### src/design/ssp_ram.sv
// generic single-write, single-read ram with registered read data
module ssp_ram #(
	parameter int WIDTH = 8,
	parameter int DEPTH = 16
) (
	input  logic                     clk,
	input  logic                     we,
	input  logic [$clog2(DEPTH)-1:0] waddr,
	input  logic [WIDTH-1:0]         wdata,
	input  logic [$clog2(DEPTH)-1:0] raddr,
	output logic [WIDTH-1:0]         rdata
);

	logic [WIDTH-1:0] mem [DEPTH];

	always_ff @(posedge clk) begin
		if (we) begin
			mem[waddr] <= wdata;
		end
		rdata <= mem[raddr];
	end

endmodule

### config.mk
export PLATFORM = sky130hd
export DESIGN_NAME = ssp_ram
export DESIGN_NICKNAME = d
export VERILOG_FILES = /design/src/design/ssp_ram.sv
export SDC_FILE = /design/constraint.sdc
export NUM_CORES = 1
export LEC_CHECK = 0
export BUFFER_PORTS_ARGS = -buffer_cell sky130_fd_sc_hd__buf_2
export CELL_PAD_IN_SITES_DETAIL_PLACEMENT = 2
export CELL_PAD_IN_SITES_GLOBAL_PLACEMENT = 2
export CORE_UTILIZATION = 45
export DETAILED_ROUTE_END_ITERATION = 8
export HOLD_SLACK_MARGIN = 0.05
export PLACE_DENSITY = 0.7
export SYNTH_ARGS = -nofsm -noshare
export SYNTH_HDL_FRONTEND = slang
export SYNTH_SLANG_ARGS = --single-unit
### constraint.sdc
create_clock -name clk -period 4.25 [get_ports clk]
set_input_delay 0.425 -clock clk [delete_from_list [all_inputs] [get_ports clk]]
set_output_delay 0.425 -clock clk [all_outputs]
set_load 0.05 [all_outputs]
-- After elaboration in Yosys (flattened, before gate mapping)
Memory sizes are Yosys's and may differ from the RTL's. A register that Yosys moved wholly into a read port is not among the register bits.
Index checks and enable logic that the tools add are counted.
- muxes and demuxes: 2
- operators by type and width (kind ; count):
    $mux W1 ; 2
- flip-flop bits (word level): 0
- memory bits (writable): 128
- output and inout bits: 8
- memories kept: 1
- memory list (memory ; depth ; width ; rd ports ; clocked after Yosys merged registers in ; wr ports ; line ; source):
    mem ; 16 ; 8 ; 1 ; 1 ; 1 ; 14 ; logic [WIDTH-1:0] mem [DEPTH];

-- Longest topological paths before layout
Gate-level depths: netlist of the first run.
- word-level depth: 2
- mapped depth: 5
- mapped depth without buffers: 3

-- Worst setup path before layout of the first run
No wires, ideal clock.
- kind: input-to-reg
- start: input port waddr[2]
- end: memory mem[0][0], enable pin
- setup time: 0.383 ns
- arrival time: 1.535 ns
- required time: 3.867 ns
- path slack: 2.332 ns
- stages: 2
- cells stage by stage: or3b_2 nor3_1
- RTL lines (item ; line ; source):
    start, declared ; 8 ; input logic [$clog2(DEPTH)-1:0] waddr,
    end, declared ; 14 ;
Straight into the memory's write port.

==> results.toml, run 1 <==
[critical_path]
crit_fanout = 32
required_ps = 4550
crit_start = "raddr[0]"
cp-start-kind = "input port"
crit_arrival_ps = 2370
endpoint = "rdata[2]"
rrSetupSlack_ps = 2760
r2r_start = "mem[1][2]"
setup.worst_path.end_class = "register"
criticalPathCategory = "input port to register"
regToRegEndpoint = "rdata[2]"
r2r_cells = 3

[yosys]
seq_area_frac_synth_pct = 77.8
synthTopCellsByArea = "edfxtp_1, mux4_2, mux4_1, dfxtp_1, a22oi_1"
ys_types = 19
syn_inst = 229
yosys_register_bits = 136
syn_avg_cell_area_um2 = 22.5
yosys.area.top_type = "edfxtp_1"
syn-num-nets = 247
syn-cell-area_um2 = 5150
ys_warn_count = 0
yosys.area.top_type_share_pct = 74.7

[die]
die_w_um = 109
die_h_um = 109
start_util_pct = 46.9
top_level_ports = 26
rows = 38
core_area_um2 = 11000
die_area_um2 = 11900

[sta]
slew_headroom_pct = 27.9
min_period_ps = 2070
worst_pin_slew_ps = 1080
slew_violations = 0
setup_viol = 0
setup_tns_ps = 0
rsz0062_at_grt = "no"
fmax_mhz = 483
hold_violations = 0
fin_worst_skew_ps = 7.89
whs_ps = 401
finalCritPeriodShare_pct = 48.8
setup_ws_ps = 2180

[run_status]
status = "complete, no violations"

[global_route]
grt_pass1_wl_mm = 17.8
grt_max_degree = 33
grt_util_all_layers_pct = 23.1
overflow = 0
grt_pass1_vias = 2703
grt_antenna_before_repair = 0

[clock_network]
cts_setup_buffers = 0
numCtsBuffers = 17
clkLatencyLatePin_ps = 420
cts_max_path_buffers = 2
cts_tree = "done"
post_cts_resized = 0
cts.sinks = 136
ctsHtreeMaxLevel = 4
path_clk_slew_ps = 60
ctsHoldBuffers = 0
root_buffer = "clkbuf_16"

[pwr]
power_density_nw_per_um2 = 535
vdd.ir_drop.worst_mv = 0.353
p_leak_nw = 2.00

[finish]
n_antenna_cell = 0
final_common_cell = "edfxtp_1"
finalNetCount = 283
layout-drive-gt1-share_pct = 27.3
area_growth_pct = 16.5
final_cell_mix = "edfxtp_1, buf_2, mux4_2"
fill_cells = 915

[routing]
detail_route.wl_per_cell_um = 29.0
drt_wl_total_mm = 12.1
drtIter0Drc = 126
vias_per_cell = 5.88
drtAntennaViolNets = 0
drcViolationCount = 0
first_pass_iters = 4
dr_total_vias = 2459

[job]
max_cap_viol_count = 0

[placed_design]
gp_congestion = 0.705
port_buffers = 25
dp_hpwl_mm = 7.30
pre_cts_ws_ps = 1570

[hold_path]
holdCritPathClass = "input port to register"
-- kinds of logic (layout without fill, tap and decap cells) --
| family | Yosys count | after routing | share of synthesized area [%] |
|---|---|---|---|
| compound gates | 16 | 16 | 2.33 |
| flops | 136 | 136 | 77.8 |
| buf+inv | 10 | 59 | 1.68 |
| simple gates | 35 | 35 | 3.18 |
| mux | 32 | 32 | 15.0 |
-- cells in the mapped netlist --
library cell and number:
nor2_1 13, and2b_1 1, or3b_2 1, nand3_1 1, nor2b_1 1, nor3_1 4
nand2b_1 2, buf_2 3, buf_6 3, a22oi_1 16, nand3b_1 2, mux4_1 14
clkdlybuf4s25_2 3, and2_1 1, buf_4 1, dfxtp_1 8, nand2_1 9, mux4_2 18
edfxtp_1 128
-- worst max-delay path, cell delays in order --
cell	delay [ps]
buf_2	800
mux4_1	680
a22oi_1	340
nand2_1	90
-- through the flow --
step                util [%]  total power, mW  area (um2)  cells
floorplan                  -             1.64        5150    229
global placement        49.0             1.70        5380    386
detailed placement      49.0             1.71        5380    386
CTS                     54.5             3.23        5990    418
global route            54.6             3.29        5990    418
finish                  54.6             3.21        5990    418
-- final cells by class --
type | count | area [um2] | area share, %
clock inverters | 15 | 183 | 3.05
multi-input cells | 83 | 1070 | 17.8
repair buffers | 27 | 140 | 2.34
clock buffers | 17 | 425 | 7.10
flip-flops and latches | 136 | 4000 | 66.8
well taps | 140 | 175 | 2.92
-- state kept, by name, indices dropped and copies added, names as in the netlist --
register / count
rdata: 8
mem: 128
-- worst min-delay path by stage --
| stage | startpoint | to | cells after the start |
|---|---|---|---|
| after floorplan | wdata[0] | mem[0][0] | 0 |
| after global placement | mem[11][1] | rdata[1] | 3 |
| after detailed placement | mem[14][2] | rdata[2] | 3 |
| after CTS | wdata[6] | mem[11][6] | 1 |
| after global routing | wdata[6] | mem[11][6] | 1 |
| final | wdata[6] | mem[11][6] | 1 |
-- metal layers --
| layer | track usage [%] | up-vias | wire, um |
|---|---|---|---|
| met1 | 30.8 | 1325 | 5230 |
| met3 | 5.08 | 13 | 516 |
| met2 | 36.5 | 74 | 6190 |
| met4 | 10.4 | 0 | 204 |
| li1 | - | 1047 | - |
| met5 | 0 | - | 0 |
-- power by group --
part           internal (mW)  switching, mW
combinational         0.0539          0.113
clock                  0.971          0.557
sequential              1.50         0.0121
total                   2.53          0.682
Note: power is estimated with default switching activity, not from simulation.
==> run 2, diff against run 1 <==
==> constraint.sdc (replaced) <==
create_clock -name clk -period 2.1 [get_ports clk]
set_input_delay 0.21 -clock clk [delete_from_list [all_inputs] [get_ports clk]]
set_output_delay 0.21 -clock clk [all_outputs]
set_load 0.05 [all_outputs]
==> results.toml, run 2 (same netlist as run 1, synthesis figures left out) <==
[die]
start_util_pct = 46.9
die_area_um2 = 11900
rows = 38
top_level_ports = 26
die_h_um = 109
core_area_um2 = 11000
die_w_um = 109

[critical_path]
required_ps = 2390
crit_fanout = 1
regToRegEndpoint = "rdata[2]"
rrSetupSlack_ps = 470
criticalPathCategory = "register to register"
crit_arrival_ps = 1920
endpoint = "rdata[2]"
r2r_cells = 3
r2r_start = "mem[11][2]"
crit_start = "mem[11][2]"
cp-start-kind = "register"
setup.worst_path.end_class = "register"

[routing]
drt_wl_total_mm = 13.9
dr_total_vias = 2577
drcViolationCount = 0
vias_per_cell = 5.90
detail_route.wl_per_cell_um = 31.9
first_pass_iters = 4
drtAntennaViolNets = 0
drtIter0Drc = 175

[sta]
worst_pin_slew_ps = 485
min_period_ps = 1630
slew_headroom_pct = 67.7
setup_tns_ps = 0
rsz0062_at_grt = "no"
fmax_mhz = 615
hold_violations = 0
finalCritPeriodShare_pct = 77.5
fin_worst_skew_ps = 14.7
slew_violations = 0
setup_viol = 0
whs_ps = 179

[clock_network]
cts_tree = "done"
post_cts_resized = 0
cts.sinks = 136
numCtsBuffers = 17
clkLatencyLatePin_ps = 430
path_clk_slew_ps = 60
ctsHtreeMaxLevel = 4
cts_setup_buffers = 0
cts_max_path_buffers = 2
root_buffer = "clkbuf_16"
ctsHoldBuffers = 0

[global_route]
grt_max_degree = 33
overflow = 0
grt_antenna_before_repair = 1
grt_util_all_layers_pct = 26.5
grt_pass1_vias = 2885
grt_pass1_wl_mm = 20.1

[finish]
final_common_cell = "edfxtp_1"
n_antenna_cell = 0
area_growth_pct = 19.6
top_regs = "mem: 128 flops, rdata: 8 flops"
largest_register_ffs = 128
layout-drive-gt1-share_pct = 32.3
final_cell_mix = "edfxtp_1, buf_2, buf_4"
top_register = "mem"
fill_cells = 897
finalNetCount = 302

[placed_design]
port_buffers = 25
dp_hpwl_mm = 8.06
gp_congestion = 0.684

[run_status]
status = "complete, no violations"

[pwr]
vdd.ir_drop.worst_mv = 0.753
fin_total_pwr_mw = 6.61
p_leak_nw = 2.11
power_density_nw_per_um2 = 1070

[job]
max_cap_viol_count = 0

[hold_path]
holdCritPathClass = "input port to register"
-- run 2: per-layer routing --
layer	part of all wire [%]	wire length (um)	up-vias	track usage (%)
met1	39	5450	1375	31.9
met5	0.12	17	-	0
met3	5.2	728	25	5.86
met4	3.1	437	2	14.0
met2	52	7300	89	44.5
li1	-	-	1086	-
-- run 2: final cells by class --
| type | instances | area [um2] | area share [%] |
|---|---|---|---|
| clock buffers | 17 | 425 | 6.91 |
| repair buffers | 46 | 295 | 4.79 |
| multi-input cells | 83 | 1060 | 17.2 |
| well taps | 140 | 175 | 2.84 |
| clock inverters | 15 | 201 | 3.27 |
| flip-flops and latches | 136 | 4000 | 65.0 |
-- run 2: worst min path at each step --
| stage | from | to | slack [ps] | cells past startpoint |
|---|---|---|---|---|
| after detailed placement | wdata[5] | mem[6][5] | 610 | 1 |
| after CTS | wdata[5] | mem[14][5] | 160 | 1 |
| final | wdata[5] | mem[15][5] | 180 | 1 |
| after floorplan | wdata[0] | mem[0][0] | 310 | 0 |
| after global routing | wdata[5] | mem[13][5] | 170 | 1 |
| after global placement | wdata[3] | mem[3][3] | 600 | 1 |
-- run 2: power by group --
| part | total, mW | switching, mW | internal, mW |
|---|---|---|---|
| clock network | 3.18 | 1.19 | 1.99 |
| logic | 0.359 | 0.236 | 0.122 |
| registers | 3.07 | 0.0315 | 3.04 |
-- run 2: per-stage QoR --
step	worst slack [ps]	instances	cell area, um2	util [%]
final	473	437	6160	56.1
after CTS	401	437	6160	56.1
after global placement	325	405	5530	50.4
after floorplan	397	229	5150	-
after global routing	394	437	6160	56.1
after detailed placement	308	405	5530	50.4
-- run 2: critical path, stage by stage (launching register included) --
cell and delay (ps):
edfxtp_1 490, mux4_1 520, a22oi_1 380, nand2_1 110
